**src/rtl/fsub_pkg.sv**
```systemverilog
// Shared constants, codes and types for the first-substring-match block.
package fsub_pkg;

	localparam int PATTERN_MAX_DEF = 32;
	localparam int TEXT_MAX_DEF    = 65536;
	localparam int CH_W            = 8;
	localparam int ACT_W           = 2;
	localparam int STATUS_W        = 2;
	localparam int POS_W           = 16;

	typedef enum logic [ACT_W-1:0] {
		ACT_PATTERN = 2'd0,
		ACT_TEXT    = 2'd1,
		ACT_FINISH  = 2'd2
	} action_t;

	typedef enum logic [STATUS_W-1:0] {
		ST_FOUND     = 2'd0,
		ST_NOT_FOUND = 2'd1,
		ST_TOO_LONG  = 2'd2
	} status_t;

	// Shift commands and byte for the pattern and text shift lines.
	typedef struct packed {
		logic            pat_shift;
		logic            txt_shift;
		logic [CH_W-1:0] ch;
	} shift_t;

endpackage

```
**src/rtl/fsub_req_if.sv**
```systemverilog
// Request channel: one action and one byte per transfer.
interface fsub_req_if;
	logic                        valid;
	logic                        ready;
	logic [fsub_pkg::ACT_W-1:0]  action;
	logic [fsub_pkg::CH_W-1:0]   ch;

	modport source (output valid, output action, output ch, input ready);
	modport sink   (input valid, input action, input ch, output ready);
endinterface

```
**src/rtl/fsub_rsp_if.sv**
```systemverilog
// Response channel: search status and match position per transfer.
interface fsub_rsp_if;
	logic                          valid;
	logic                          ready;
	logic [fsub_pkg::STATUS_W-1:0] status;
	logic [fsub_pkg::POS_W-1:0]    position;

	modport source (output valid, output status, output position, input ready);
	modport sink   (input valid, input status, input position, output ready);
endinterface

```
**src/rtl/first_substring_match.sv**
```systemverilog
// A finish request passes from the input register to the response register.
// Throughput: one request transfer per cycle while no finish request waits; pattern and text bytes never stall.
// A finish request waits in the input register only while the response register is full.
// The text window compare is one combinational parallel pass over all PATTERN_MAX bytes.
// Reset clears all control state at once; no clearing pass is needed.
module first_substring_match #(
	parameter int PATTERN_MAX = fsub_pkg::PATTERN_MAX_DEF,
	parameter int TEXT_MAX    = fsub_pkg::TEXT_MAX_DEF
) (
	input  logic       clk,
	input  logic       arst_n,
	fsub_req_if.sink   req,
	fsub_rsp_if.source rsp
);

	localparam int LEN_W = $clog2(PATTERN_MAX + 1);
	localparam int CNT_W = $clog2(TEXT_MAX + 1);
	localparam int CMP_W = (CNT_W > LEN_W) ? CNT_W : LEN_W;

	// Input register
	logic                        valid_s1;
	logic [fsub_pkg::ACT_W-1:0]  action_s1;
	logic [fsub_pkg::CH_W-1:0]   ch_s1;

	// Search state
	logic [LEN_W-1:0]            len_q;
	logic [CNT_W-1:0]            cnt_q;
	logic                        seen_q;
	logic                        ovf_q;
	logic [fsub_pkg::POS_W-1:0]  start_q;

	// Response register
	logic                        rsp_valid_q;
	fsub_pkg::status_t           status_q;
	logic [fsub_pkg::POS_W-1:0]  pos_q;

	logic                        out_free;
	logic                        go_s1;
	logic                        is_pat, is_txt, is_fin;
	logic                        fin_go;
	fsub_pkg::shift_t            ctl;
	logic [PATTERN_MAX-1:0]      hit;
	logic [PATTERN_MAX-1:0]      len_mask;
	logic [CNT_W-1:0]            cnt_next;
	logic [CMP_W-1:0]            start_full;
	logic                        match_now;
	fsub_pkg::status_t           status_d;
	logic [fsub_pkg::POS_W-1:0]  pos_d;

	always_comb begin
		is_pat = 1'b0;
		is_txt = 1'b0;
		is_fin = 1'b0;
		case (fsub_pkg::action_t'(action_s1))
			fsub_pkg::ACT_PATTERN: is_pat = 1'b1;
			fsub_pkg::ACT_TEXT:    is_txt = 1'b1;
			fsub_pkg::ACT_FINISH:  is_fin = 1'b1;
			default:               ;
		endcase
	end

	assign out_free  = !rsp_valid_q || rsp.ready;
	assign go_s1     = valid_s1 && (!is_fin || out_free);
	assign fin_go    = go_s1 && is_fin;
	assign req.ready = !valid_s1 || go_s1;

	// Drop pattern bytes past the store and text bytes past the count limit.
	assign ctl.pat_shift = go_s1 && is_pat && (len_q < LEN_W'(PATTERN_MAX));
	assign ctl.txt_shift = go_s1 && is_txt && (cnt_q < CNT_W'(TEXT_MAX));
	assign ctl.ch        = ch_s1;

	fsub_match #(
		.PATTERN_MAX (PATTERN_MAX)
	) u_match (
		.clk (clk),
		.ctl (ctl),
		.hit (hit)
	);

	for (genvar g = 0; g < PATTERN_MAX; g++) begin : g_mask
		assign len_mask[g] = (LEN_W'(g) < len_q);
	end

	assign cnt_next   = cnt_q + 1'b1;
	assign start_full = CMP_W'(cnt_next) - CMP_W'(len_q);
	assign match_now  = ctl.txt_shift && !seen_q && !ovf_q && (len_q != '0)
		&& (CMP_W'(cnt_next) >= CMP_W'(len_q)) && (&(hit | ~len_mask));

	always_comb begin
		pos_d = '0;
		if (ovf_q) begin
			status_d = fsub_pkg::ST_TOO_LONG;
		end else if (len_q == '0) begin
			status_d = fsub_pkg::ST_FOUND;
		end else if (seen_q) begin
			status_d = fsub_pkg::ST_FOUND;
			pos_d    = start_q;
		end else begin
			status_d = fsub_pkg::ST_NOT_FOUND;
		end
	end

	always_ff @(posedge clk or negedge arst_n) begin
		if (!arst_n) begin
			valid_s1    <= 1'b0;
			len_q       <= '0;
			cnt_q       <= '0;
			seen_q      <= 1'b0;
			ovf_q       <= 1'b0;
			rsp_valid_q <= 1'b0;
		end else begin
			if (req.ready) begin
				valid_s1 <= req.valid;
			end
			if (fin_go) begin
				len_q       <= '0;
				cnt_q       <= '0;
				seen_q      <= 1'b0;
				ovf_q       <= 1'b0;
				rsp_valid_q <= 1'b1;
			end else begin
				if (ctl.pat_shift) begin
					len_q <= len_q + 1'b1;
				end
				if (go_s1 && is_pat && !ctl.pat_shift) begin
					ovf_q <= 1'b1;
				end
				if (ctl.txt_shift) begin
					cnt_q <= cnt_next;
				end
				if (match_now) begin
					seen_q <= 1'b1;
				end
				if (rsp.ready) begin
					rsp_valid_q <= 1'b0;
				end
			end
		end
	end

	always_ff @(posedge clk) begin
		if (req.valid && req.ready) begin
			action_s1 <= req.action;
			ch_s1     <= req.ch;
		end
		if (match_now) begin
			start_q <= fsub_pkg::POS_W'(start_full);
		end
		if (fin_go) begin
			status_q <= status_d;
			pos_q    <= pos_d;
		end
	end

	assign rsp.valid    = rsp_valid_q;
	assign rsp.status   = status_q;
	assign rsp.position = pos_q;

	a_len_range: assert property (@(posedge clk) disable iff (!arst_n)
		len_q <= LEN_W'(PATTERN_MAX))
		else $error("pattern length beyond store");

	a_ovf_full: assert property (@(posedge clk) disable iff (!arst_n)
		ovf_q |-> (len_q == LEN_W'(PATTERN_MAX)))
		else $error("overflow flagged with room in the store");

	a_seen_len: assert property (@(posedge clk) disable iff (!arst_n)
		seen_q |-> (len_q != '0))
		else $error("match latched with empty pattern");

	a_cnt_range: assert property (@(posedge clk) disable iff (!arst_n)
		cnt_q <= CNT_W'(TEXT_MAX))
		else $error("text count past its limit");

	a_fin_rsp: assert property (@(posedge clk) disable iff (!arst_n)
		fin_go |=> (rsp_valid_q && len_q == '0 && cnt_q == '0 && !seen_q && !ovf_q))
		else $error("finish did not load response and clear state");

endmodule

```
**src/rtl/fsub_match.sv**
```systemverilog
// Pattern and text shift lines with a full-width parallel byte compare.
module fsub_match #(
	parameter int PATTERN_MAX = fsub_pkg::PATTERN_MAX_DEF
) (
	input  logic                   clk,
	input  fsub_pkg::shift_t       ctl,
	output logic [PATTERN_MAX-1:0] hit
);

	// Both lines hold the newest byte at entry 0, so entry j of one lines up with entry j
	// of the other once the text byte in ctl is shifted in.
	logic [fsub_pkg::CH_W-1:0] pat_q [PATTERN_MAX];
	logic [fsub_pkg::CH_W-1:0] win_q [PATTERN_MAX];

	always_ff @(posedge clk) begin
		if (ctl.pat_shift) begin
			pat_q[0] <= ctl.ch;
			for (int j = 1; j < PATTERN_MAX; j++) begin
				pat_q[j] <= pat_q[j-1];
			end
		end
		if (ctl.txt_shift) begin
			win_q[0] <= ctl.ch;
			for (int j = 1; j < PATTERN_MAX; j++) begin
				win_q[j] <= win_q[j-1];
			end
		end
	end

	// Compare against the window as it stands after the incoming text byte.
	assign hit[0] = (ctl.ch == pat_q[0]);
	for (genvar g = 1; g < PATTERN_MAX; g++) begin : g_cmp
		assign hit[g] = (win_q[g-1] == pat_q[g]);
	end

endmodule

```
**src/flat_wrapper.sv**
```systemverilog
// flat-port wrapper written by rule: the top's interface ports become plain ports
module first_substring_match_flat 
#(
	parameter int PATTERN_MAX = fsub_pkg::PATTERN_MAX_DEF,
	parameter int TEXT_MAX    = fsub_pkg::TEXT_MAX_DEF
)
  (clk, arst_n, req_valid, req_action, req_ch, req_ready, rsp_valid, rsp_status, rsp_position, rsp_ready);
  fsub_req_if req_i ();
  fsub_rsp_if rsp_i ();
  input  logic clk;
  input  logic arst_n;
  input wire logic [$bits(req_i.valid)-1:0] req_valid;
  input wire logic [$bits(req_i.action)-1:0] req_action;
  input wire logic [$bits(req_i.ch)-1:0] req_ch;
  output wire logic [$bits(req_i.ready)-1:0] req_ready;
  output wire logic [$bits(rsp_i.valid)-1:0] rsp_valid;
  output wire logic [$bits(rsp_i.status)-1:0] rsp_status;
  output wire logic [$bits(rsp_i.position)-1:0] rsp_position;
  input wire logic [$bits(rsp_i.ready)-1:0] rsp_ready;
  assign req_i.valid = req_valid;
  assign req_i.action = req_action;
  assign req_i.ch = req_ch;
  assign req_ready = req_i.ready;
  assign rsp_valid = rsp_i.valid;
  assign rsp_status = rsp_i.status;
  assign rsp_position = rsp_i.position;
  assign rsp_i.ready = rsp_ready;
  first_substring_match #(.PATTERN_MAX(PATTERN_MAX), .TEXT_MAX(TEXT_MAX)) u_core (.clk(clk), .arst_n(arst_n), .req(req_i), .rsp(rsp_i));
endmodule
```
**config.mk**
```make
export PLATFORM = sky130hd
export DESIGN_NAME = first_substring_match_flat
export DESIGN_NICKNAME = d
export VERILOG_FILES = /design/src/rtl/fsub_pkg.sv /design/src/rtl/fsub_req_if.sv /design/src/rtl/fsub_rsp_if.sv /design/src/rtl/first_substring_match.sv /design/src/rtl/fsub_match.sv /design/src/flat_wrapper.sv
export SDC_FILE = /design/constraint.sdc
export NUM_CORES = 1
export LEC_CHECK = 0
export BUFFER_PORTS_ARGS = -buffer_cell sky130_fd_sc_hd__buf_2
export CORE_MARGIN = 1.5
export CORE_UTILIZATION = 65
export CTS_CLUSTER_DIAMETER = 100
export DETAILED_ROUTE_END_ITERATION = 12
export PLACE_DENSITY = 0.82
export SYNTH_ARGS = -nofsm -noshare
export SYNTH_HDL_FRONTEND = slang
export SYNTH_HIERARCHICAL = 1
export SYNTH_SLANG_ARGS = --single-unit
```
**constraint.sdc**
```tcl
create_clock -name clk -period 22.4 [get_ports clk]
set_input_delay 2.24 -clock clk [delete_from_list [all_inputs] [get_ports clk]]
set_output_delay 2.24 -clock clk [all_outputs]
set_load 0.05 [all_outputs]
```
==> metrics.yaml <==
wl_microns: 37020
finalClockSkew_ps: 16.23
setup_tns_ps: 0
cp.required_ps: 20160
htreeDepth: 2
cp.arrival_ps: 2930
vias: 10510
synth_edf_count: 548
setup_viol: 0
start_util: 0.6578
internal_power_uw: 1835
sequentialPowerShare: 0.534
viasPerCell: 5.797
io_pins: 34
fin_hold_ws_ps: 467.0
rsz0062_at_grt: "false"
die_w_microns: 186.7
synthCells: 1248
net-switching-power_uw: 517.3
coreArea_sq_um: 33360
ys_ff_latch: 575
p_leak_uw: 0.007659
yosys_most_used_dff: "edfxtp_1"
grt_pass1_wl_microns: 59040
peakVddDrop_v: 0.00007694
tightest_slew_ps: 1153
rrSetupSlack_ps: 18550
grt_util_all_layers: 0.2192
grt_max_degree: 98
final_area_sq_um: 24390
cp-start-kind: "primary input"
clkSinkCount: 575
maxCapViolations: 0
crit_path_start: "rsp_ready"
drive_gt1_frac: 0.09971
fp.dieH_microns: 186.7
gp_congestion: 0.8403
cellPowerDensity_nw_per_um2: 96.42
clockPowerShare: 0.389
reg2reg_depth: 4
outcome: "completed"
port-buffer-count: 33
postCtsSetupRepairBufs: 0
clock_latency_ps: 590
drv_slew: 0
clkTransAtPathRegs_ps: 60
total_power_uw: 2352
final_common_cell: "edfxtp_1"
row_count: 67
r2r_end: "u_core/u_match/pat_q[0][60]$_DFFE_PP_"
clk_path_buf_depth: 3
cts-resized-gates: 0
final_cell_mix: "548 x edfxtp_1, 279 x xnor2_1, 76 x nand4_1"
yosys.area.top_type: "edfxtp_1"
cp_max_fo: 3
syn_to_final_growth_pct: 11.15
clock.fmax_ghz: 0.1935
yosysTopAreaCellShare: 0.7498
clock-root-buffer: "clkbuf_16"
r2r-start: "u_core/action_s1[1]$_DFFE_PP_"
drcViolationCount: 0
drt_iter0_markers: 1029
fin_crit_ps: 5167
drtAntennaViolNets: 0
max-slew-margin-rel: 0.2314
syn_avg_cell_area_sq_um: 17.58
ys_top_cells_by_area: "edfxtp_1 75%, xnor2_1 11%, dfrtp_1 3.1%"
hpwl_microns: 22650
comb_power_share: 0.077
finalHoldViolCount: 0
synth_area_sq_um: 21950
grt_pass1_vias: 10920
critPathCaptureType: "output pin"
dpl-instance-area_sq_um: 22590
dr.pass1.iters: 5
antenna_cells: 0
yosysUniqueCellTypes: 61
power.share.switching: 0.2199
seq_area_frac_synth: 0.7806
wl_per_cell_microns: 20.43
hold_class: "register to register"
grt_antenna_before_repair: 0
endpoint: "req_ready"
utilization: 0.7311
async_flop_share: 0.04696
ctsHoldBuffers: 0
grt-ovfl-total: 0
numCtsBuffers: 53
synth_nets: 1272
yosysWarnings: 6
tritoncts: "done"
setup.worst_path.class: "primary input to output pin"
dieArea_sq_um: 34870
fin_nets: 1343
fin_crit_sh: 0.2307
==> sequential cells by signal (all words and copies together), names as in the netlist, 2 cells and up <==
signal                flops
u_core/ch_s1              8
u_core/cnt_q             17
u_core/start_q           16
u_core/rsp.status         2
u_core/u_match/win_q    248
u_core/rsp.position      16
u_core/len_q              6
u_core/action_s1          2
u_core/u_match/pat_q    256
==> cells by family after synthesis <==
| logic type | count (synthesis) | synth area share |
|---|---|---|
| compound gates | 93 | 0.02805 |
| flops | 575 | 0.7806 |
| mux | 1 | 0.0004561 |
| xor+xnor | 286 | 0.1145 |
| buf+inv | 39 | 0.008893 |
| simple gates | 244 | 0.06146 |
| fa+ha+maj | 10 | 0.006043 |
==> power by group through the flow <==
stage	registers (uW)	clock network, uW	logic [uW]
CTS	1260	931	181
finish	1260	915	181
global route	1260	973	198
floorplan	1280	0	135
global placement	1280	0	173
detailed placement	1280	0	178
==> metal layers <==
layer	GRT usage	vias up	wire length [microns]
met5	0	-	0
met4	0.07041	0	915
met3	0.03931	59	1884
met2	0.3852	292	19770
met1	0.2794	5307	14450
li1	-	4847	-
==> per-stage QoR <==
| stage | worst slack [ps] | std cells |
|---|---|---|
| 2_1_floorplan | 13300 | 1248 |
| 3_3_place_gp | 17240 | 1712 |
| 3_5_place_dp | 17250 | 1712 |
| 4_1_cts | 17230 | 1812 |
| 5_1_grt | 17150 | 1812 |
| 6_report | 17230 | 1812 |
==> how the worst min path moves through the flow <==
stage | from | endpoint | slack, ps | cells after the start
floorplan | u_core/u_match/win_q[0][2]$_DFFE_PP_ | u_core/u_match/win_q[0][10]$_DFFE_PP_ | 450 | 0
global placement | u_core/u_match/win_q[1][53]$_DFFE_PP_ | u_core/u_match/win_q[1][61]$_DFFE_PP_ | 450 | 0
detailed placement | u_core/u_match/win_q[0][53]$_DFFE_PP_ | u_core/u_match/win_q[0][61]$_DFFE_PP_ | 460 | 0
CTS | u_core/u_match/win_q[1][24]$_DFFE_PP_ | u_core/u_match/win_q[1][32]$_DFFE_PP_ | 470 | 0
global route | u_core/u_match/pat_q[1][87]$_DFFE_PP_ | u_core/u_match/pat_q[1][95]$_DFFE_PP_ | 480 | 0
finish | u_core/u_match/win_q[1][24]$_DFFE_PP_ | u_core/u_match/win_q[1][32]$_DFFE_PP_ | 470 | 0
==> cell type report <==
class                           instances  area [sq um]
Sequential cell                       575         17130
Clock buffer                           66          1415
Multi-Input combinational cell        634          4622
Fill cell                            1930          8971
Timing Repair Buffer                   39         210.2
Tap cell                              448         560.5
Clock inverter                         34         386.6
Inverter                               16         67.56
==> critical path: stages <==
cell	delay, ps
buf_2	90
nand2b_1	150
nor2_1	180
inv_1	60
buf_2	210
==> synthesized netlist by cell type, types with 7 or more instances <==
master    number
edfxtp_1     548
xnor2_1      279
nand4_1       76
nor2_1        56
o21ai_0       40
nand2_1       32
dfrtp_1       27
and2_1        24
a21oi_1       18
inv_1         16
clkbuf_1      15
ha_1           9
nand3_1        9
nor4_1         7
Note: power is estimated with default switching activity, not from simulation.
